`src/rtl/core/mmapc_pkg.sv`:
```
`default_nettype none
package mmapc_pkg;

   localparam int SAMPLE_W = 16;
   localparam int VOLT_W = 16;
   localparam int ROUND_W = 32;
   localparam int CSR_INDEX_W = 2;
   localparam int CSR_DATA_W = 16;

   localparam int DEF_SAMPLES_PER_ROUND = 8;
   localparam int DEF_WINDOW_LENGTH = 8;

   // reset thresholds in 1/16 mV: 3000 mV, 10 mV, 2500 mV, 100 mV
   localparam logic [CSR_DATA_W-1:0] RESET_OPEN_THRESHOLD = 16'd48000;
   localparam logic [CSR_DATA_W-1:0] RESET_SHORT_THRESHOLD = 16'd160;
   localparam logic [CSR_DATA_W-1:0] RESET_VALID_MAX = 16'd40000;
   localparam logic [CSR_DATA_W-1:0] RESET_VALID_MIN = 16'd1600;

   typedef enum logic [CSR_INDEX_W-1:0] {
      CSR_OPEN_THRESHOLD = 2'd0,
      CSR_SHORT_THRESHOLD = 2'd1,
      CSR_VALID_MAX = 2'd2,
      CSR_VALID_MIN = 2'd3
   } csr_index_type;

   typedef enum logic [1:0] {
      PROBE_OK = 2'd0,
      PROBE_OPEN = 2'd1,
      PROBE_SHORT = 2'd2,
      PROBE_OUT_OF_RANGE = 2'd3
   } probe_state_type;

   typedef struct packed {
      logic sample_load;
      logic window_read;
      logic window_update;
      logic result_load;
   } dp_cmd_type;

   typedef struct packed {
      logic round_last;
      logic div_busy;
   } dp_status_type;

endpackage
`default_nettype wire

```
`src/rtl/core/mmapc_chan_if.sv`:
```
`default_nettype none
interface mmapc_req_if;
   logic valid;
   logic ready;
   logic [mmapc_pkg::SAMPLE_W-1:0] sample_voltage;

   modport source (output valid, output sample_voltage, input ready);
   modport sink (input valid, input sample_voltage, output ready);
endinterface

interface mmapc_rsp_if;
   logic valid;
   logic ready;
   logic [mmapc_pkg::VOLT_W-1:0] mean_voltage;
   logic [1:0] probe_state;
   logic [mmapc_pkg::ROUND_W-1:0] round_number;

   modport source (output valid, output mean_voltage, output probe_state,
                   output round_number, input ready);
   modport sink (input valid, input mean_voltage, input probe_state,
                 input round_number, output ready);
endinterface
`default_nettype wire

```
`src/rtl/core/mmapc_ctrl.sv`:
```
`default_nettype none
module mmapc_ctrl (
   input  wire logic                    clock,
   input  wire logic                    reset,
   input  wire logic                    req_valid,
   output logic                         req_ready,
   output logic                         rsp_valid,
   input  wire logic                    rsp_ready,
   output mmapc_pkg::dp_cmd_type        dp_cmd,
   input  wire mmapc_pkg::dp_status_type dp_status
);

   typedef enum logic [2:0] {
      S_COLLECT,
      S_READ,
      S_UPDATE,
      S_DIVIDE,
      S_EMIT
   } state_type;

   state_type state_ff, state_in;
   logic rsp_valid_ff, rsp_valid_in;

   always_comb begin
      dp_cmd = '0;
      dp_cmd.sample_load = (state_ff == S_COLLECT) && req_valid;
      dp_cmd.window_read = (state_ff == S_READ);
      dp_cmd.window_update = (state_ff == S_UPDATE);
      dp_cmd.result_load = (state_ff == S_EMIT) && (!rsp_valid_ff || rsp_ready);
   end

   always_comb begin
      state_in = state_ff;
      rsp_valid_in = rsp_valid_ff;
      if (rsp_valid_ff && rsp_ready) begin
         rsp_valid_in = 1'b0;
      end
      case (state_ff)
         S_COLLECT: begin
            if (req_valid && dp_status.round_last) begin
               state_in = S_READ;
            end
         end
         S_READ: begin
            state_in = S_UPDATE;
         end
         S_UPDATE: begin
            state_in = S_DIVIDE;
         end
         S_DIVIDE: begin
            if (!dp_status.div_busy) begin
               state_in = S_EMIT;
            end
         end
         S_EMIT: begin
            // hold the result until the output register is free
            if (dp_cmd.result_load) begin
               rsp_valid_in = 1'b1;
               state_in = S_COLLECT;
            end
         end
         default: begin
            state_in = S_COLLECT;
         end
      endcase
   end

   always_ff @(posedge clock) begin
      if (reset) begin
         state_ff <= S_COLLECT;
         rsp_valid_ff <= 1'b0;
      end else begin
         state_ff <= state_in;
         rsp_valid_ff <= rsp_valid_in;
      end
   end

   assign req_ready = (state_ff == S_COLLECT);
   assign rsp_valid = rsp_valid_ff;

endmodule
`default_nettype wire

```
`src/rtl/core/mmapc_dp.sv`:
```
`default_nettype none
module mmapc_dp #(
   parameter int SAMPLES_PER_ROUND = mmapc_pkg::DEF_SAMPLES_PER_ROUND,
   parameter int WINDOW_LENGTH = mmapc_pkg::DEF_WINDOW_LENGTH
) (
   input  wire logic                                  clock,
   input  wire logic                                  reset,
   input  wire logic                                  csr_we,
   input  wire logic [mmapc_pkg::CSR_INDEX_W-1:0]     csr_index,
   input  wire logic [mmapc_pkg::CSR_DATA_W-1:0]      csr_wdata,
   input  wire logic [mmapc_pkg::SAMPLE_W-1:0]        sample_voltage,
   input  wire mmapc_pkg::dp_cmd_type                 dp_cmd,
   output mmapc_pkg::dp_status_type                   dp_status,
   output logic [mmapc_pkg::VOLT_W-1:0]               mean_voltage,
   output logic [1:0]                                 probe_state,
   output logic [mmapc_pkg::ROUND_W-1:0]              round_number
);

   localparam int SW = mmapc_pkg::SAMPLE_W;
   localparam int VW = mmapc_pkg::VOLT_W;
   localparam int FW = (SAMPLES_PER_ROUND > 1) ? $clog2(SAMPLES_PER_ROUND) : 1;
   localparam int MID = SAMPLES_PER_ROUND / 2;
   localparam int PW = (WINDOW_LENGTH > 1) ? $clog2(WINDOW_LENGTH) : 1;
   localparam int LW = $clog2(WINDOW_LENGTH + 1);
   localparam int TW = SW + LW;
   localparam int CW = $clog2(TW + 1);

   // thresholds
   logic [VW-1:0] open_thr_ff, short_thr_ff, vmax_ff, vmin_ff;

   always_ff @(posedge clock) begin
      if (reset) begin
         open_thr_ff <= mmapc_pkg::RESET_OPEN_THRESHOLD;
         short_thr_ff <= mmapc_pkg::RESET_SHORT_THRESHOLD;
         vmax_ff <= mmapc_pkg::RESET_VALID_MAX;
         vmin_ff <= mmapc_pkg::RESET_VALID_MIN;
      end else if (csr_we) begin
         case (csr_index)
            mmapc_pkg::CSR_OPEN_THRESHOLD: open_thr_ff <= csr_wdata;
            mmapc_pkg::CSR_SHORT_THRESHOLD: short_thr_ff <= csr_wdata;
            mmapc_pkg::CSR_VALID_MAX: vmax_ff <= csr_wdata;
            mmapc_pkg::CSR_VALID_MIN: vmin_ff <= csr_wdata;
            default: begin
            end
         endcase
      end
   end

   // round store, kept sorted by inserting each sample in place
   logic [SW-1:0] round_ff [SAMPLES_PER_ROUND];
   logic [FW-1:0] round_fill_ff;
   logic [SAMPLES_PER_ROUND-1:0] greater;
   logic [SAMPLES_PER_ROUND-1:0] prev_greater;

   genvar gk;
   generate
      for (gk = 0; gk < SAMPLES_PER_ROUND; gk++) begin : g_cmp
         assign greater[gk] = (gk < int'(round_fill_ff)) && (round_ff[gk] > sample_voltage);
         if (gk == 0) begin : g_first
            assign prev_greater[gk] = 1'b0;
         end else begin : g_rest
            assign prev_greater[gk] = greater[gk-1];
         end
      end
   endgenerate

   always_ff @(posedge clock) begin
      if (dp_cmd.sample_load) begin
         for (int k = 0; k < SAMPLES_PER_ROUND; k++) begin
            if (k <= int'(round_fill_ff)) begin
               if (prev_greater[k]) begin
                  round_ff[k] <= round_ff[(k == 0) ? 0 : k - 1];
               end else if (greater[k] || (k == int'(round_fill_ff))) begin
                  round_ff[k] <= sample_voltage;
               end
            end
         end
      end
   end

   always_ff @(posedge clock) begin
      if (reset) begin
         round_fill_ff <= '0;
      end else if (dp_cmd.sample_load) begin
         if (int'(round_fill_ff) == SAMPLES_PER_ROUND - 1) begin
            round_fill_ff <= '0;
         end else begin
            round_fill_ff <= round_fill_ff + 1'b1;
         end
      end
   end

   logic [SW-1:0] median;
   assign median = round_ff[MID];

   // window memory; the evicted median counts as zero until the window is full
   logic [SW-1:0] win_mem [WINDOW_LENGTH];
   logic [SW-1:0] win_rd_ff;
   logic [PW-1:0] win_ptr_ff;
   logic [LW-1:0] win_fill_ff, win_fill_in;
   logic [TW-1:0] win_total_ff, win_total_in;
   logic [SW-1:0] old_median;

   always_ff @(posedge clock) begin
      if (dp_cmd.window_update) begin
         win_mem[win_ptr_ff] <= median;
      end
      if (dp_cmd.window_read) begin
         win_rd_ff <= win_mem[win_ptr_ff];
      end
   end

   always_comb begin
      old_median = (win_fill_ff == LW'(WINDOW_LENGTH)) ? win_rd_ff : '0;
      win_total_in = win_total_ff - TW'(old_median) + TW'(median);
      win_fill_in = (win_fill_ff == LW'(WINDOW_LENGTH)) ? win_fill_ff : win_fill_ff + 1'b1;
   end

   always_ff @(posedge clock) begin
      if (reset) begin
         win_ptr_ff <= '0;
         win_fill_ff <= '0;
         win_total_ff <= '0;
      end else if (dp_cmd.window_update) begin
         win_total_ff <= win_total_in;
         win_fill_ff <= win_fill_in;
         if (int'(win_ptr_ff) == WINDOW_LENGTH - 1) begin
            win_ptr_ff <= '0;
         end else begin
            win_ptr_ff <= win_ptr_ff + 1'b1;
         end
      end
   end

   // restoring divider, one quotient bit per cycle
   logic [TW-1:0] quo_ff;
   logic [LW-1:0] rem_ff, divisor_ff;
   logic [CW-1:0] div_cnt_ff;
   logic [LW:0] trial;
   logic trial_ge;

   always_comb begin
      trial = {rem_ff, quo_ff[TW-1]};
      trial_ge = (trial >= {1'b0, divisor_ff});
   end

   always_ff @(posedge clock) begin
      if (dp_cmd.window_update) begin
         quo_ff <= win_total_in;
         rem_ff <= '0;
         divisor_ff <= win_fill_in;
      end else if (div_cnt_ff != '0) begin
         quo_ff <= {quo_ff[TW-2:0], trial_ge};
         rem_ff <= trial_ge ? LW'(trial - {1'b0, divisor_ff}) : trial[LW-1:0];
      end
   end

   always_ff @(posedge clock) begin
      if (reset) begin
         div_cnt_ff <= '0;
      end else if (dp_cmd.window_update) begin
         div_cnt_ff <= CW'(TW);
      end else if (div_cnt_ff != '0) begin
         div_cnt_ff <= div_cnt_ff - 1'b1;
      end
   end

   // classify: open first, then short, then range
   logic [VW-1:0] avg;
   mmapc_pkg::probe_state_type class_in;

   always_comb begin
      avg = quo_ff[VW-1:0];
      if (avg > open_thr_ff) begin
         class_in = mmapc_pkg::PROBE_OPEN;
      end else if (avg < short_thr_ff) begin
         class_in = mmapc_pkg::PROBE_SHORT;
      end else if ((avg > vmax_ff) || (avg < vmin_ff)) begin
         class_in = mmapc_pkg::PROBE_OUT_OF_RANGE;
      end else begin
         class_in = mmapc_pkg::PROBE_OK;
      end
   end

   logic [VW-1:0] volt_ff;
   mmapc_pkg::probe_state_type state_ff;
   logic [mmapc_pkg::ROUND_W-1:0] round_num_ff;
   logic [mmapc_pkg::ROUND_W-1:0] rounds_done_ff;

   always_ff @(posedge clock) begin
      if (dp_cmd.result_load) begin
         volt_ff <= avg;
         state_ff <= class_in;
         round_num_ff <= rounds_done_ff;
      end
   end

   always_ff @(posedge clock) begin
      if (reset) begin
         rounds_done_ff <= '0;
      end else if (dp_cmd.result_load) begin
         rounds_done_ff <= rounds_done_ff + 1'b1;
      end
   end

   always_comb begin
      dp_status = '0;
      dp_status.round_last = (int'(round_fill_ff) == SAMPLES_PER_ROUND - 1);
      dp_status.div_busy = (div_cnt_ff != '0);
   end

   assign mean_voltage = volt_ff;
   assign probe_state = state_ff;
   assign round_number = round_num_ff;

endmodule
`default_nettype wire

```
`src/rtl/core/median_moving_average_probe_check.sv`:
```
`default_nettype none
// Probe voltage filter: collects SAMPLES_PER_ROUND samples (1/16 mV units)
// into a round, takes the upper median of the round, averages the medians
// of the last WINDOW_LENGTH rounds (divided by the rounds seen so far,
// truncated) and classifies the average as ok, open, short or out of range
// against four thresholds written through the csr port (indexes 0 to 3:
// open, short, valid max, valid min). One response transaction per round.
// Samples are taken back to back while a round is collected, and each is
// inserted in sorted position on arrival. After the last sample of a round
// the block reads the window memory, updates the window sum, runs the
// bit-serial divider and loads the output register, in that order. Samples
// are refused in that time; the load, and the refusal with it, is held
// while a previous result still waits in the output register.
module median_moving_average_probe_check #(
   parameter int SAMPLES_PER_ROUND = mmapc_pkg::DEF_SAMPLES_PER_ROUND,
   parameter int WINDOW_LENGTH = mmapc_pkg::DEF_WINDOW_LENGTH
) (
   input  wire logic                              clock,
   input  wire logic                              reset,
   mmapc_req_if.sink                              req_chan,
   mmapc_rsp_if.source                            rsp_chan,
   input  wire logic                              csr_we,
   input  wire logic [mmapc_pkg::CSR_INDEX_W-1:0] csr_index,
   input  wire logic [mmapc_pkg::CSR_DATA_W-1:0]  csr_wdata
);

   mmapc_pkg::dp_cmd_type dp_cmd;
   mmapc_pkg::dp_status_type dp_status;

   mmapc_ctrl u_ctrl (
      .clock     (clock),
      .reset     (reset),
      .req_valid (req_chan.valid),
      .req_ready (req_chan.ready),
      .rsp_valid (rsp_chan.valid),
      .rsp_ready (rsp_chan.ready),
      .dp_cmd    (dp_cmd),
      .dp_status (dp_status)
   );

   mmapc_dp #(
      .SAMPLES_PER_ROUND (SAMPLES_PER_ROUND),
      .WINDOW_LENGTH     (WINDOW_LENGTH)
   ) u_dp (
      .clock            (clock),
      .reset            (reset),
      .csr_we           (csr_we),
      .csr_index        (csr_index),
      .csr_wdata        (csr_wdata),
      .sample_voltage   (req_chan.sample_voltage),
      .dp_cmd           (dp_cmd),
      .dp_status        (dp_status),
      .mean_voltage     (rsp_chan.mean_voltage),
      .probe_state      (rsp_chan.probe_state),
      .round_number     (rsp_chan.round_number)
   );

endmodule
`default_nettype wire

```
`src/flat_wrapper.sv`:
```
// flat-port wrapper written by rule: the top's interface ports become plain ports
module median_moving_average_probe_check_flat 
#(
   parameter int SAMPLES_PER_ROUND = mmapc_pkg::DEF_SAMPLES_PER_ROUND,
   parameter int WINDOW_LENGTH = mmapc_pkg::DEF_WINDOW_LENGTH
)
  (clock, reset, csr_we, csr_index, csr_wdata, req_chan_valid, req_chan_sample_voltage, req_chan_ready, rsp_chan_valid, rsp_chan_mean_voltage, rsp_chan_probe_state, rsp_chan_round_number, rsp_chan_ready);
  mmapc_req_if req_chan_i ();
  mmapc_rsp_if rsp_chan_i ();
  input  wire logic clock;
  input  wire logic reset;
  input  wire logic csr_we;
  input  wire logic [mmapc_pkg::CSR_INDEX_W-1:0] csr_index;
  input  wire logic [mmapc_pkg::CSR_DATA_W-1:0] csr_wdata;
  input wire logic [$bits(req_chan_i.valid)-1:0] req_chan_valid;
  input wire logic [$bits(req_chan_i.sample_voltage)-1:0] req_chan_sample_voltage;
  output wire logic [$bits(req_chan_i.ready)-1:0] req_chan_ready;
  output wire logic [$bits(rsp_chan_i.valid)-1:0] rsp_chan_valid;
  output wire logic [$bits(rsp_chan_i.mean_voltage)-1:0] rsp_chan_mean_voltage;
  output wire logic [$bits(rsp_chan_i.probe_state)-1:0] rsp_chan_probe_state;
  output wire logic [$bits(rsp_chan_i.round_number)-1:0] rsp_chan_round_number;
  input wire logic [$bits(rsp_chan_i.ready)-1:0] rsp_chan_ready;
  assign req_chan_i.valid = req_chan_valid;
  assign req_chan_i.sample_voltage = req_chan_sample_voltage;
  assign req_chan_ready = req_chan_i.ready;
  assign rsp_chan_valid = rsp_chan_i.valid;
  assign rsp_chan_mean_voltage = rsp_chan_i.mean_voltage;
  assign rsp_chan_probe_state = rsp_chan_i.probe_state;
  assign rsp_chan_round_number = rsp_chan_i.round_number;
  assign rsp_chan_i.ready = rsp_chan_ready;
  median_moving_average_probe_check #(.SAMPLES_PER_ROUND(SAMPLES_PER_ROUND), .WINDOW_LENGTH(WINDOW_LENGTH)) u_core (.clock(clock), .reset(reset), .req_chan(req_chan_i), .rsp_chan(rsp_chan_i), .csr_we(csr_we), .csr_index(csr_index), .csr_wdata(csr_wdata));
endmodule
```
`config.mk`:
```
export PLATFORM = sky130hd
export DESIGN_NAME = median_moving_average_probe_check_flat
export DESIGN_NICKNAME = d
export VERILOG_FILES = /design/src/rtl/core/mmapc_pkg.sv /design/src/rtl/core/mmapc_chan_if.sv /design/src/rtl/core/mmapc_ctrl.sv /design/src/rtl/core/mmapc_dp.sv /design/src/rtl/core/median_moving_average_probe_check.sv /design/src/flat_wrapper.sv
export SDC_FILE = /design/constraint.sdc
export NUM_CORES = 1
export LEC_CHECK = 0
export BUFFER_PORTS_ARGS = -buffer_cell sky130_fd_sc_hd__buf_2
export CAP_MARGIN = 40
export CORE_AREA = 4 4 226 228
export CTS_CLUSTER_SIZE = 8
export DETAILED_ROUTE_END_ITERATION = 6
export DIE_AREA = 0 0 230 232
export PLACE_DENSITY = 0.66
export SKIP_CTS_REPAIR_TIMING = 1
export SLEW_MARGIN = 20
export SYNTH_ARGS = -nofsm -noshare
export SYNTH_HDL_FRONTEND = slang
export SYNTH_HIERARCHICAL = 1
export SYNTH_SLANG_ARGS = --single-unit
```
`constraint.sdc`:
```
create_clock -name clock -period 5.9 [get_ports clock]
set_input_delay 0.885 -clock clock [delete_from_list [all_inputs] [get_ports clock]]
set_output_delay 0.885 -clock clock [all_outputs]
set_load 0.01 [all_outputs]
```
== Word-level counts from Yosys, hierarchy flattened ==
Memories as Yosys holds them, arrays and structs flattened. A register that Yosys moved wholly into a read port is not among the register bits.
Index checks and enable logic that the tools add are counted.

* Reductions and logical operators: 32
* $add $sub $neg: 8
* Eq/ne operators: 20
* $lt $le $gt $ge: 26
* Bitwise operators: 7
* Muxes and demuxes: 93

{| class="wikitable"
|+ Operators by type and width
! cell !! number
|-
| $gt 16x16->1 || 9
|-
| $mux 16 || 8
|-
| $mux 1 || 71
|-
| $mux 20 || 2
|-
| $add 32x1->32 const B || 1
|-
| $lt 16x16->1 || 2
|-
| $add 20x16->20 || 1
|-
| $sub 20x16->20 || 1
|-
| $mux 3 || 5
|-
| $pmux 3 s5 || 1
|-
| $eq 3x3->1 const A || 4
|-
| $le 3x3->1 const A || 4
|-
| $logic_and 1x1->1 || 11
|-
| $mux 5 || 2
|-
| $eq 3x1->1 const B || 3
|-
| $logic_or 1x1->1 || 9
|-
| $lt 3x3->1 const A || 3
|-
| $mux 4 || 2
|-
| $reduce_and 2->1 || 4
|-
| $or 1x1->1 || 7
|-
| $add 3x1->3 const B || 2
|-
| $eq 2x3->1 const A || 2
|-
| $eq 3x2->1 const B || 2
|-
| $le 2x3->1 const A || 2
|-
| other kinds (22) || 28
|}

* Output and inout port bits: 52
* Memories kept: 2
* Flip-flop bits (word level): 213
* Bits of input ports: 39
* Bits in writable memories: 256

{| class="wikitable"
|+ Memory list
! name !! depth !! width !! rd ports !! clocked after memory_dff !! write ports !! RTL line !! source
|-
| u_core.u_dp.round_ff || 8 || 16 || 7 || 0 || 8 || mmapc_dp.sv:50 || <nowiki>logic [SW-1:0] round_ff [SAMPLES_PER_ROUND];</nowiki>
|-
| u_core.u_dp.win_mem || 8 || 16 || 1 || 1 || 1 || mmapc_dp.sv:97 || <nowiki>logic [SW-1:0] win_mem [WINDOW_LENGTH];</nowiki>
|}

== Longest topological paths before layout ==
Gate-level depths: netlist of the first run.
An unclocked memory read counts as a cell.

* Word-level depth: 10
* Gate-level depth with buffers: 17
* Mapped depth without buffers: 16

== Cells and area by module ==
The synthesis of the first run kept the hierarchy.

{| class="wikitable"
|+ Modules (own cells, without submodules)
! module !! times used !! sequential area each (um^2) !! cells each !! area each (um^2)
|-
| mmapc_dp || 1 || 11651.2 || 1830 || 21647.0
|-
| mmapc_ctrl || 1 || 80.1 || 22 || 211.5
|}

== Worst setup path before layout of the first run ==
Ideal clock, no wire load.

* Path type: input port to flip-flop
* Start point: input port rsp_chan_ready
* End point: register u_core/u_dp/rounds_done_ff[27] (netlist bit)
* Arrival: 5.322 ns
* Stages: 8
* Data required time: 5.772 ns
* Path buffers: 0
* Slack: 0.451 ns
* Cell sequence: or2b_1 -> nor2b_1 -> nand4_1 -> nor4_1 -> and3_1 -> nand4_1 -> xor2_1 -> nor2_1

{| class="wikitable"
|+ RTL lines
! item !! RTL line !! source
|-
| from (decl) || flat_wrapper.sv:22 || <nowiki>input wire logic [$bits(rsp_chan_i.ready)-1:0] rsp_chan_ready;</nowiki>
|-
| to (signal assigned) || mmapc_dp.sv:202 || <nowiki>rounds_done_ff <= rounds_done_ff + 1'b1;</nowiki>
|-
| to (decl) || mmapc_dp.sv:188 || <nowiki>logic [mmapc_pkg::ROUND_W-1:0] rounds_done_ff;</nowiki>
|}

== Worst setup path after layout of the first run ==
* Start point: register u_core.u_dp.win_fill_ff[0]
* End point: register u_core.u_dp.quo_ff[17] (data pin)

* Cells in the longest elaborated chain, start to end: 5

{| class="wikitable"
|+ RTL lines
! item !! RTL line !! source
|-
| from (decl) || mmapc_dp.sv:100 || <nowiki>logic [LW-1:0] win_fill_ff, win_fill_in;</nowiki>
|-
| from (signal assigned) || mmapc_dp.sv:126 || <nowiki>win_fill_ff <= win_fill_in;</nowiki>
|-
| $eq 4x4->1 || mmapc_dp.sv:114 || <nowiki>old_median = (win_fill_ff == LW'(WINDOW_LENGTH)) ? win_rd_ff : '0;</nowiki>
|-
| $mux 16 || mmapc_dp.sv:114 ||
|-
| $sub 20x16->20 || mmapc_dp.sv:115 || <nowiki>win_total_in = win_total_ff - TW'(old_median) + TW'(median);</nowiki>
|-
| $add 20x16->20 || mmapc_dp.sv:115 ||
|-
| $mux 20 || mmapc_dp.sv:148 || <nowiki>if (dp_cmd.window_update) begin</nowiki>
|-
| to (signal assigned) || mmapc_dp.sv:149 || <nowiki>quo_ff <= win_total_in;</nowiki>
|-
| to (signal assigned) || mmapc_dp.sv:153 || <nowiki>quo_ff <= {quo_ff[TW-2:0], trial_ge};</nowiki>
|-
| to (decl) || mmapc_dp.sv:136 || <nowiki>logic [TW-1:0] quo_ff;</nowiki>
|}

No other way between the ends.
A chain may end at the register's enable or synchronous reset.

==> impl_summary.txt, run 1 <==
----------------------------------------------------
[Worst setup path]
  Startpoint type of the worst setup path ... flop
  Type of the setup path with the least slack ... flop to flop
  Data arrival time at the worst-slack endpoint ... 4.59 ns
  Worst setup path startpoint ... u_core/u_dp/win_fill_ff[0]
  Critical R2R Launch ... u_core/u_dp/win_fill_ff[0]
  Required time at the endpoint of the critical path ... 6.35 ns
  Crit. End Element ... flop
  CP max FO ... 21

[Run status]
  Outcome ... completed

[Synth]
  Average cell area after synthesis ... 11.8 um^2
  Post-synthesis mux area share ... 8.51%
  Synthesized area ... 0.0219 mm^2
  Basic-gate share of the synthesized area counting and, or, nand and nor cells ... 10.8%
  Top cells by area, synth ... sky130_fd_sc_hd__edfxtp_1 41%, sky130_fd_sc_hd__dfxtp_1 13%, sky130_fd_sc_hd__ha_1 10%
  Area fraction in compound gates after synthesis ... 9.25%
  Post-synthesis adder-cell area fraction ... 11.7%
  Synthesized Nets ... 2086
  Library cell occupying the most area in the post-synthesis netlist ... sky130_fd_sc_hd__edfxtp_1
  Number of flops mapped to enable cells by yosys ... 298
  Register area share after synthesis ... 53.7%
  Predominant post-synthesis flop cell ... sky130_fd_sc_hd__edfxtp_1
  FF+latch count, synth ... 437
  Combinational family with the most area after synthesis ... adder cells
  Instance count of the mapped netlist ... 1852
  Fraction of synthesized cell area taken by the top area cell type ... 40.9%
  Fraction of registers with async set/reset ... 0%
  Area share of xor/xnor cells in the synthesized design ... 1.64%
  Warning count from the yosys run ... 6
  Number of library cell types mapped by synthesis ... 78

[Layout]
  Final standard cell count with taps included and fillers excluded ... 2684
  Layout-stage area growth over the synthesis result ... 14.0%
  Flip-flop and latch area ... 0.0117 mm^2
  Antenna diode count ... 0
  Proportion of layout cells with a drive suffix above 1 ... 16.1%
  Total number of nets in the final design ... 2207
  Total area of multi-input combinational cells ... 0.00922 mm^2
  Filler Cell Count ... 4265

[GRT]
  Grt ovf ... 0
  Number of antenna violations at the first check in global routing ... 0
  Via count of the first global-routing pass ... 14.7k
  Largest net degree at the start of global routing ... 77
  Total GRT Usage ... 17.8%
  First-pass GRT wire length ... 77200 um

[Pwr]
  Portion of total power attributed to combinational logic ... 16.6%
  Cell Int Power ... 6030 uW
  Share of total power in sequential cells ... 45.5%
  Power density of the placed cells ... 333 mW/mm^2
  Switching share of total power ... 27.2%
  Net Switching ... 2260 uW
  Share of power burned in the clock network ... 37.9%
  Largest voltage drop on the vdd net ... 0.255 mV
  Leakage power ... 0.00943 uW

[STA]
  Final period util ... 70.2%
  Setup violation total in the final timing report ... 0
  Setup Total Neg Slack ... 0 ns
  Setup Skew ... 0.0194 ns
  Hold violation count in the final report ... 0
  Slew at the pin closest to its max-slew limit ... 0.900 ns
  Unrepaired setup endpoints after global routing ... no
  Max-slew violation count ... 0
  Timing-limited maximum frequency ... 0.242 GHz
  Worst slew margin ... 40.0%
  Post-layout min period ... 4.14 ns

[Floorplan]
  Die outline height ... 232 um
  Std-Cell Core Area ... 0.0488 mm^2
  I/O Pins ... 91
  DIE WIDTH ... 230 um
  Site Rows ... 81
  Initial core utilization ... 44.7%
  Die area ... 0.0534 mm^2

[CTS]
  Sinks on Clock Net ... 437
  CTS H-Tree Depth ... 2
  Worst-Skew Late Latency ... 0.61 ns
  Clock tree from TritonCTS ... done
  Bufs on Longest Clock Path ... 3
  Clock buffers created by TritonCTS ... 60
  Clock-pin slew on the worst setup and hold paths ... 0.05 ns
  Root buf cell ... sky130_fd_sc_hd__clkbuf_16

[Place]
  Placed instance count ... 2573
  Last weighted congestion value of the routability-driven placer ... 0.861
  DP HPWL ... 33100 um
  Port Buffer Count ... 90

[Route]
  Total via count after detailed routing ... 14.3k
  Antenna Nets Post-Route ... 0
  Routed wire per std cell ... 17.6 um
  Initial drt markers ... 858
  Remaining design rule violation count ... 0
  Total wire length after detailed routing ... 47200 um
  Routed via count divided by cell count ... 5.33
  Iteration count of the initial detailed-routing pass ... 7

[Hold path]
  Startpoint of the worst hold path ... u_core/u_dp/short_thr_ff[2]
  Worst hold path class ... flop to flop

[Run]
  Count of max-cap constraint violations ... 0

----------------------------------------------------
## critical path, cell delays in order (launching register included)
cell,delay (ns)
sky130_fd_sc_hd__dfxtp_1,0.43
sky130_fd_sc_hd__inv_1,0.08
sky130_fd_sc_hd__ha_1,0.19
sky130_fd_sc_hd__and3b_1,0.36
sky130_fd_sc_hd__and2_1,0.27
sky130_fd_sc_hd__fa_1,0.47
sky130_fd_sc_hd__inv_1,0.04
sky130_fd_sc_hd__ha_1,0.36
sky130_fd_sc_hd__a21oi_1,0.49
sky130_fd_sc_hd__nor2_1,0.09
sky130_fd_sc_hd__o41ai_1,0.46
sky130_fd_sc_hd__o21a_1,0.17
sky130_fd_sc_hd__o31a_1,0.15
sky130_fd_sc_hd__mux2_2,0.35
sky130_fd_sc_hd__o21ai_0,0.07
## state kept, by name, indices dropped and copies added (netlist names)
name / cells
u_core/u_dp/win_total_ff: 20
u_core/u_dp/round_ff: 80
u_core/u_dp/vmax_ff: 16
u_core/u_dp/round_fill_ff: 3
u_core/u_dp/divisor_ff: 4
u_core/u_dp/div_cnt_ff: 5
u_core/u_dp/win_fill_ff: 4
u_core/u_ctrl/state_ff: 3
u_core/u_dp/round_number: 32
u_core/u_ctrl/rsp_valid: 1
u_core/u_dp/vmin_ff: 16
u_core/u_dp/win_rd_ff: 16
u_core/u_dp/rounds_done_ff: 32
u_core/u_dp/open_thr_ff: 16
u_core/u_dp/mean_voltage: 16
u_core/u_dp/win_ptr_ff: 3
u_core/u_dp/rem_ff: 4
u_core/u_dp/short_thr_ff: 16
u_core/u_dp/probe_state: 2
u_core/u_dp/quo_ff: 20
u_core/u_dp/win_mem: 128
## cells in the final DEF, fill, tap and decap left out, types with 7 or more instances in the layout
cell type                   Yosys  final
sky130_fd_sc_hd__edfxtp_1     298    298
sky130_fd_sc_hd__nand2_1      200    200
sky130_fd_sc_hd__inv_1        186    186
sky130_fd_sc_hd__ha_1         178    178
sky130_fd_sc_hd__dfxtp_1      139    138
sky130_fd_sc_hd__a21oi_1      129    129
sky130_fd_sc_hd__nor2_1        92     91
sky130_fd_sc_hd__buf_2          4     89
sky130_fd_sc_hd__mux2_2        79     79
sky130_fd_sc_hd__clkbuf_16      0     60
sky130_fd_sc_hd__clkbuf_1      48     47
sky130_fd_sc_hd__o21ai_0       41     41
sky130_fd_sc_hd__a21o_1        39     39
sky130_fd_sc_hd__mux4_2        32     32
sky130_fd_sc_hd__nand3_1       31     31
sky130_fd_sc_hd__nand4_1       26     26
sky130_fd_sc_hd__xor2_1        26     26
sky130_fd_sc_hd__and2_1        23     23
sky130_fd_sc_hd__buf_4          0     21
sky130_fd_sc_hd__nand2b_1      18     18
sky130_fd_sc_hd__fa_1          17     17
sky130_fd_sc_hd__a211o_1       16     16
sky130_fd_sc_hd__xnor2_1       15     15
sky130_fd_sc_hd__nor2b_1       15     14
sky130_fd_sc_hd__nor3_1        15     13
sky130_fd_sc_hd__o21a_1        13     13
sky130_fd_sc_hd__a211oi_1      11     11
sky130_fd_sc_hd__o211ai_1      11     11
sky130_fd_sc_hd__mux2i_1       10     10
sky130_fd_sc_hd__mux2_4        10     10
sky130_fd_sc_hd__nand3b_1       9      9
sky130_fd_sc_hd__and3_1         9      9
sky130_fd_sc_hd__and4_1         9      9
sky130_fd_sc_hd__or3_1          8      8
sky130_fd_sc_hd__a31oi_1        7      7
## metrics by stage
stage	worst slack (ns)	hold slack, ns	area [um^2]	total power [uW]	util, %
finish	1.76	0.452	24900	8290	51.0
global placement	1.74	0.441	23100	5110	47.3
floorplan	0.451	0.428	21900	4710	-
CTS	1.80	0.453	24900	8370	50.9
global route	1.46	0.469	24900	8720	51.0
detailed placement	1.79	0.439	23200	5190	47.4
## cell families after synthesis
family	count (synthesis)
compound gates	317
xor+xnor	41
fa+ha+maj	195
buf+inv	246
flops	437
mux	131
simple gates	485
## Yosys cell counts, types with 7 or more instances
cell type and count:
sky130_fd_sc_hd__edfxtp_1 298, sky130_fd_sc_hd__nand2_1 200, sky130_fd_sc_hd__inv_1 186, sky130_fd_sc_hd__ha_1 178
sky130_fd_sc_hd__dfxtp_1 139, sky130_fd_sc_hd__a21oi_1 129, sky130_fd_sc_hd__nor2_1 92, sky130_fd_sc_hd__mux2_2 79
sky130_fd_sc_hd__clkbuf_1 48, sky130_fd_sc_hd__o21ai_0 41, sky130_fd_sc_hd__a21o_1 39, sky130_fd_sc_hd__mux4_2 32
sky130_fd_sc_hd__nand3_1 31, sky130_fd_sc_hd__nand4_1 26, sky130_fd_sc_hd__xor2_1 26, sky130_fd_sc_hd__and2_1 23
sky130_fd_sc_hd__nand2b_1 18, sky130_fd_sc_hd__fa_1 17, sky130_fd_sc_hd__a211o_1 16, sky130_fd_sc_hd__nor2b_1 15
sky130_fd_sc_hd__nor3_1 15, sky130_fd_sc_hd__xnor2_1 15, sky130_fd_sc_hd__o21a_1 13, sky130_fd_sc_hd__a211oi_1 11
sky130_fd_sc_hd__o211ai_1 11, sky130_fd_sc_hd__mux2_4 10, sky130_fd_sc_hd__mux2i_1 10, sky130_fd_sc_hd__and3_1 9
sky130_fd_sc_hd__and4_1 9, sky130_fd_sc_hd__nand3b_1 9, sky130_fd_sc_hd__or3_1 8, sky130_fd_sc_hd__a31oi_1 7
## per-layer routing
layer  global-route usage (%)  vias to the layer above  wire (um)
met5                        0                        -          0
met4                     6.71                        0       1510
met3                     2.85                      102       1780
met2                     31.9                      292      23700
met1                     21.8                     6960      20300
li1                         -                     6949          -
## worst paths after layout
kind / end / slack, ns / cells after the start
max: u_core/u_dp/quo_ff[17] / 1.76 / 14
max reg2reg: u_core/u_dp/quo_ff[17] / 1.76 / 14
min reg2reg: u_core/u_dp/short_thr_ff[2] / 0.45 / 2
min: u_core/u_dp/short_thr_ff[2] / 0.45 / 2
## power by group through the flow
stage | registers [uW] | logic, uW | clock network, uW
6_report | 3770 | 1370 | 3140
5_1_grt | 3790 | 1580 | 3350
4_1_cts | 3770 | 1370 | 3230
3_5_place_dp | 3830 | 1360 | 0
3_3_place_gp | 3830 | 1280 | 0
2_1_floorplan | 3700 | 1010 | 0
## cell type report
type                       instances  share of cell area, %
clock inverter                     2                  0.100
sequential                       437                   47.1
inverter                         187                   2.82
clock buffer                     107                   6.73
multi-input combinational       1169                   37.0
tap                              664                   3.33
timing repair buffer             118                   2.91
No activity file was read; power rests on OpenSTA's default activity.
==> run 2: changes to the inputs <==
--- a/config.mk
+++ b/config.mk
@@ -5,13 +5,14 @@
 export SDC_FILE = /design/constraint.sdc
 export NUM_CORES = 1
 export LEC_CHECK = 0
+export ABC_AREA = 1
 export BUFFER_PORTS_ARGS = -buffer_cell sky130_fd_sc_hd__buf_2
 export CAP_MARGIN = 40
-export CORE_AREA = 4 4 226 228
+export CORE_AREA = 4 4 228 230
 export CTS_CLUSTER_SIZE = 8
 export DETAILED_ROUTE_END_ITERATION = 6
-export DIE_AREA = 0 0 230 232
-export PLACE_DENSITY = 0.66
+export DIE_AREA = 0 0 232 234
+export PLACE_DENSITY = 0.68
 export SKIP_CTS_REPAIR_TIMING = 1
 export SLEW_MARGIN = 20
 export SYNTH_ARGS = -nofsm -noshare
==> constraint.sdc (replaced) <==
create_clock -name clock -period 3.75 [get_ports clock]
set_input_delay 0.5625 -clock clock [delete_from_list [all_inputs] [get_ports clock]]
set_output_delay 0.5625 -clock clock [all_outputs]
set_load 0.01 [all_outputs]
==> run 2 against run 1 <==
Combinational power is 130% higher; count of clock-buffer cells in the layout is 3 higher; critical endpoint is now u_core/u_dp/quo_ff[16]; worst hold slack worse by 0.20 ns; critical path type unchanged; routed wire length is 15% higher; non-clock buffer count is 8 higher; worst setup slack worse by 1.3 ns.
==> impl_summary.txt, run 2 <==
----------------------------------------------------
[Pwr]
  Post-layout total power ... 14300 uW
  Share of total power in sequential cells ... 43.0%
  Switching share of total power ... 30.8%
  Power density of the placed cells ... 566 mW/mm^2
  Leakage power ... 0.0106 uW
  Net Switching ... 4410 uW
  Largest voltage drop on the vdd net ... 0.401 mV
  Cell Int Power ... 9910 uW
  Share of power burned in the clock network ... 35.3%
  Portion of total power attributed to combinational logic ... 21.7%

[Synth]
  Instance count of the mapped netlist ... 2359
  Predominant post-synthesis flop cell ... sky130_fd_sc_hd__edfxtp_1
  FF+latch count, synth ... 437
  Top cells by area, synth ... sky130_fd_sc_hd__edfxtp_1 40%, sky130_fd_sc_hd__dfxtp_1 13%, sky130_fd_sc_hd__ha_1 10%
  Most repeated cell in the gate-level netlist after synthesis ... sky130_fd_sc_hd__nand2_1
  Number of flops mapped to enable cells by yosys ... 298
  Number of library cell types mapped by synthesis ... 50
  Fraction of synthesized cell area taken by the top area cell type ... 40.3%
  Average cell area after synthesis ... 9.41 um^2
  Fraction of registers with async set/reset ... 0%
  Warning count from the yosys run ... 6
  Synthesized Nets ... 2593
  Register area share after synthesis ... 52.9%
  Synthesized area ... 0.0222 mm^2
  Library cell occupying the most area in the post-synthesis netlist ... sky130_fd_sc_hd__edfxtp_1
  Most common library cells after synthesis ... 460 x sky130_fd_sc_hd__nand2_1, 298 x sky130_fd_sc_hd__edfxtp_1, 284 x sky130_fd_sc_hd__inv_1, 258 x sky130_fd_sc_hd__nor2_1, 178 x sky130_fd_sc_hd__ha_1

[Run]
  Count of max-cap constraint violations ... 0

[GRT]
  Via count of the first global-routing pass ... 16.3k
  First-pass GRT wire length ... 85500 um
  Total GRT Usage ... 19.5%
  Grt ovf ... 0
  Number of antenna violations at the first check in global routing ... 0
  Largest net degree at the start of global routing ... 76

[Route]
  Routed wire per std cell ... 16.9 um
  Iteration count of the initial detailed-routing pass ... 7
  Total via count after detailed routing ... 16.9k
  Remaining design rule violation count ... 0
  Total wire length after detailed routing ... 54100 um
  Antenna Nets Post-Route ... 0
  Routed via count divided by cell count ... 5.27
  Initial drt markers ... 1295

[Layout]
  Layout-stage area growth over the synthesis result ... 13.9%
  Final standard cell count with taps included and fillers excluded ... 3205
  Total number of nets in the final design ... 2718
  Registers with the most flip-flops ... u_core/u_dp/win_mem: 128 flops, u_core/u_dp/round_ff: 80 flops
  Register ranked first by flip-flop count ... u_core/u_dp/win_mem
  Flip-flop count of the largest register, all copies and words added ... 128
  Most frequent cells in the layout ... 460 x sky130_fd_sc_hd__nand2_1, 298 x sky130_fd_sc_hd__edfxtp_1, 284 x sky130_fd_sc_hd__inv_1
  Antenna diode count ... 0
  Most common cell after layout, fill and taps aside ... sky130_fd_sc_hd__nand2_1
  Final design utilization ... 50.7%
  Proportion of layout cells with a drive suffix above 1 ... 9.55%

[STA]
  Slew at the pin closest to its max-slew limit ... 0.817 ns
  Setup violation total in the final timing report ... 0
  Max-slew violation count ... 0
  Timing-limited maximum frequency ... 0.304 GHz
  Hold violation count in the final report ... 0
  Post-layout min period ... 3.29 ns
  Worst slew margin ... 45.5%
  Unrepaired setup endpoints after global routing ... no
  Setup Skew ... 0.0172 ns
  Final period util ... 87.8%
  Setup Total Neg Slack ... 0 ns

[Worst setup path]
  Crit. End Element ... flop
  Startpoint type of the worst setup path ... flop
  Worst Reg2Reg Path Length in Cells ... 16
  CP max-delay cell ... sky130_fd_sc_hd__fa_1
  CP max FO ... 13
  Ordered cell list for the critical path ... inv_1 -> ha_1 -> nand3_2 -> nor2_1 -> fa_1 -> fa_1 -> inv_1 -> nand3_1 -> nand3_1 -> nand2_1 -> nand2_1 -> nand3_1 -> nand2_1 -> nand2_1 -> nand3_1 -> nand2_1
  Required time at the endpoint of the critical path ... 4.09 ns
  Largest stage delay on the critical path ... 0.50 ns
  Data arrival time at the worst-slack endpoint ... 3.63 ns
  Cell mode on critical path ... sky130_fd_sc_hd__nand2_1
  Type of the setup path with the least slack ... flop to flop

[Hold path]
  Worst hold path class ... input pin to flop
  Worst hold path cell count ... 3

[Floorplan]
  Initial core utilization ... 44.5%
  Site Rows ... 82
  I/O Pins ... 91
  Die outline height ... 234 um
  Std-Cell Core Area ... 0.0499 mm^2
  DIE WIDTH ... 232 um
  Die area ... 0.0543 mm^2

[Place]
  Placed instance count ... 3094
  Port Buffer Count ... 90
  DP HPWL ... 38400 um
  Last weighted congestion value of the routability-driven placer ... 0.936

[CTS]
  Bufs on Longest Clock Path ... 3
  Clock tree from TritonCTS ... done
  Sinks on Clock Net ... 437
  Worst-Skew Late Latency ... 0.60 ns
  CTS H-Tree Depth ... 2
  Clock buffers created by TritonCTS ... 60
  Clock-pin slew on the worst setup and hold paths ... 0.05 ns
  Root buf cell ... sky130_fd_sc_hd__clkbuf_16

[Run status]
  Outcome ... completed

----------------------------------------------------
run 2: cell types whose count changed after synthesis, moves of 15 or more:
cell	previous run	this run
sky130_fd_sc_hd__a21o_1	39	7
sky130_fd_sc_hd__nand4_1	26	57
sky130_fd_sc_hd__nor2b_1	15	0
sky130_fd_sc_hd__inv_1	186	284
sky130_fd_sc_hd__mux2_2	79	0
sky130_fd_sc_hd__nor2_1	92	258
sky130_fd_sc_hd__a21oi_1	129	162
sky130_fd_sc_hd__and2_1	23	1
sky130_fd_sc_hd__nand3_1	31	96
sky130_fd_sc_hd__nand2_1	200	460
sky130_fd_sc_hd__nand2b_1	18	0
sky130_fd_sc_hd__a211o_1	16	0
sky130_fd_sc_hd__mux4_2	32	0
sky130_fd_sc_hd__o21ai_0	41	175
run 2: final cells by class:
| class | instances | area (um^2) |
|---|---|---|
| Clock buffer | 110 | 1740 |
| Clock inverter | 1 | 16.3 |
| Timing Repair Buffer | 126 | 766 |
| Sequential cell | 437 | 11700 |
| Inverter | 296 | 1110 |
| Multi-Input combinational cell | 1563 | 9070 |
| Fill cell | 4465 | 24600 |
| Tap cell | 672 | 841 |
run 2: kinds of logic (layout without fill, tap and decap cells):
kind of cell / count (synthesis) / in the layout / synth area share (%)
adder cells (fa/ha/maj): 195 / 195 / 11.6
AND/OR/NAND/NOR: 932 / 932 / 18.1
flip-flops: 437 / 437 / 52.9
AO/OA/AOI/OAI: 414 / 414 / 10.3
buffers and inverters: 359 / 533 / 6.31
XOR/XNOR: 22 / 22 / 0.868
run 2: per-stage QoR:
step / worst slack [ns] / hold slack [ns] / instance area, um^2
6_report: 0.459 / 0.251 / 25300
5_1_grt: 0.189 / 0.225 / 25300
4_1_cts: 0.308 / 0.217 / 25300
3_5_place_dp: 0.321 / 0.442 / 23500
3_3_place_gp: 0.446 / 0.441 / 23500
2_1_floorplan: 0.169 / 0.422 / 22200
run 2: power groups by stage:
stage / Combinational (uW) / Clock, uW / Sequential, uW
after floorplan: 2240 / 0 / 6030
after CTS: 3090 / 5150 / 6160
after global routing: 3560 / 5370 / 6200
after global placement: 2910 / 0 / 6230
final: 3110 / 5050 / 6160
after detailed placement: 3060 / 0 / 6240
run 2: final timing paths:
check	from	to	slack [ns]
max reg2reg	u_core/u_dp/win_fill_ff[0]	u_core/u_dp/quo_ff[16]	0.46
max	u_core/u_dp/win_fill_ff[0]	u_core/u_dp/quo_ff[16]	0.46
min	csr_wdata[12]	u_core/u_dp/vmax_ff[12]	0.25
min reg2reg	u_core/u_dp/div_cnt_ff[0]	u_core/u_dp/div_cnt_ff[0]	0.45
run 2: worst max-delay path, delay by kind of cell (launching register included):
family        cells  cell delay (ns)
simple gates     11             1.36
fa+ha+maj         3             1.12
flops             1             0.34
buf+inv           2             0.22
run 2: routing by layer:
metal | vias up | wire (um) | GRT usage, %
met3 | 84 | 2930 | 2.68
li1 | 8284 | - | -
met1 | 8000 | 24200 | 26.1
met2 | 507 | 26000 | 33.4
met4 | 0 | 1060 | 5.34
met5 | - | 0 | 0
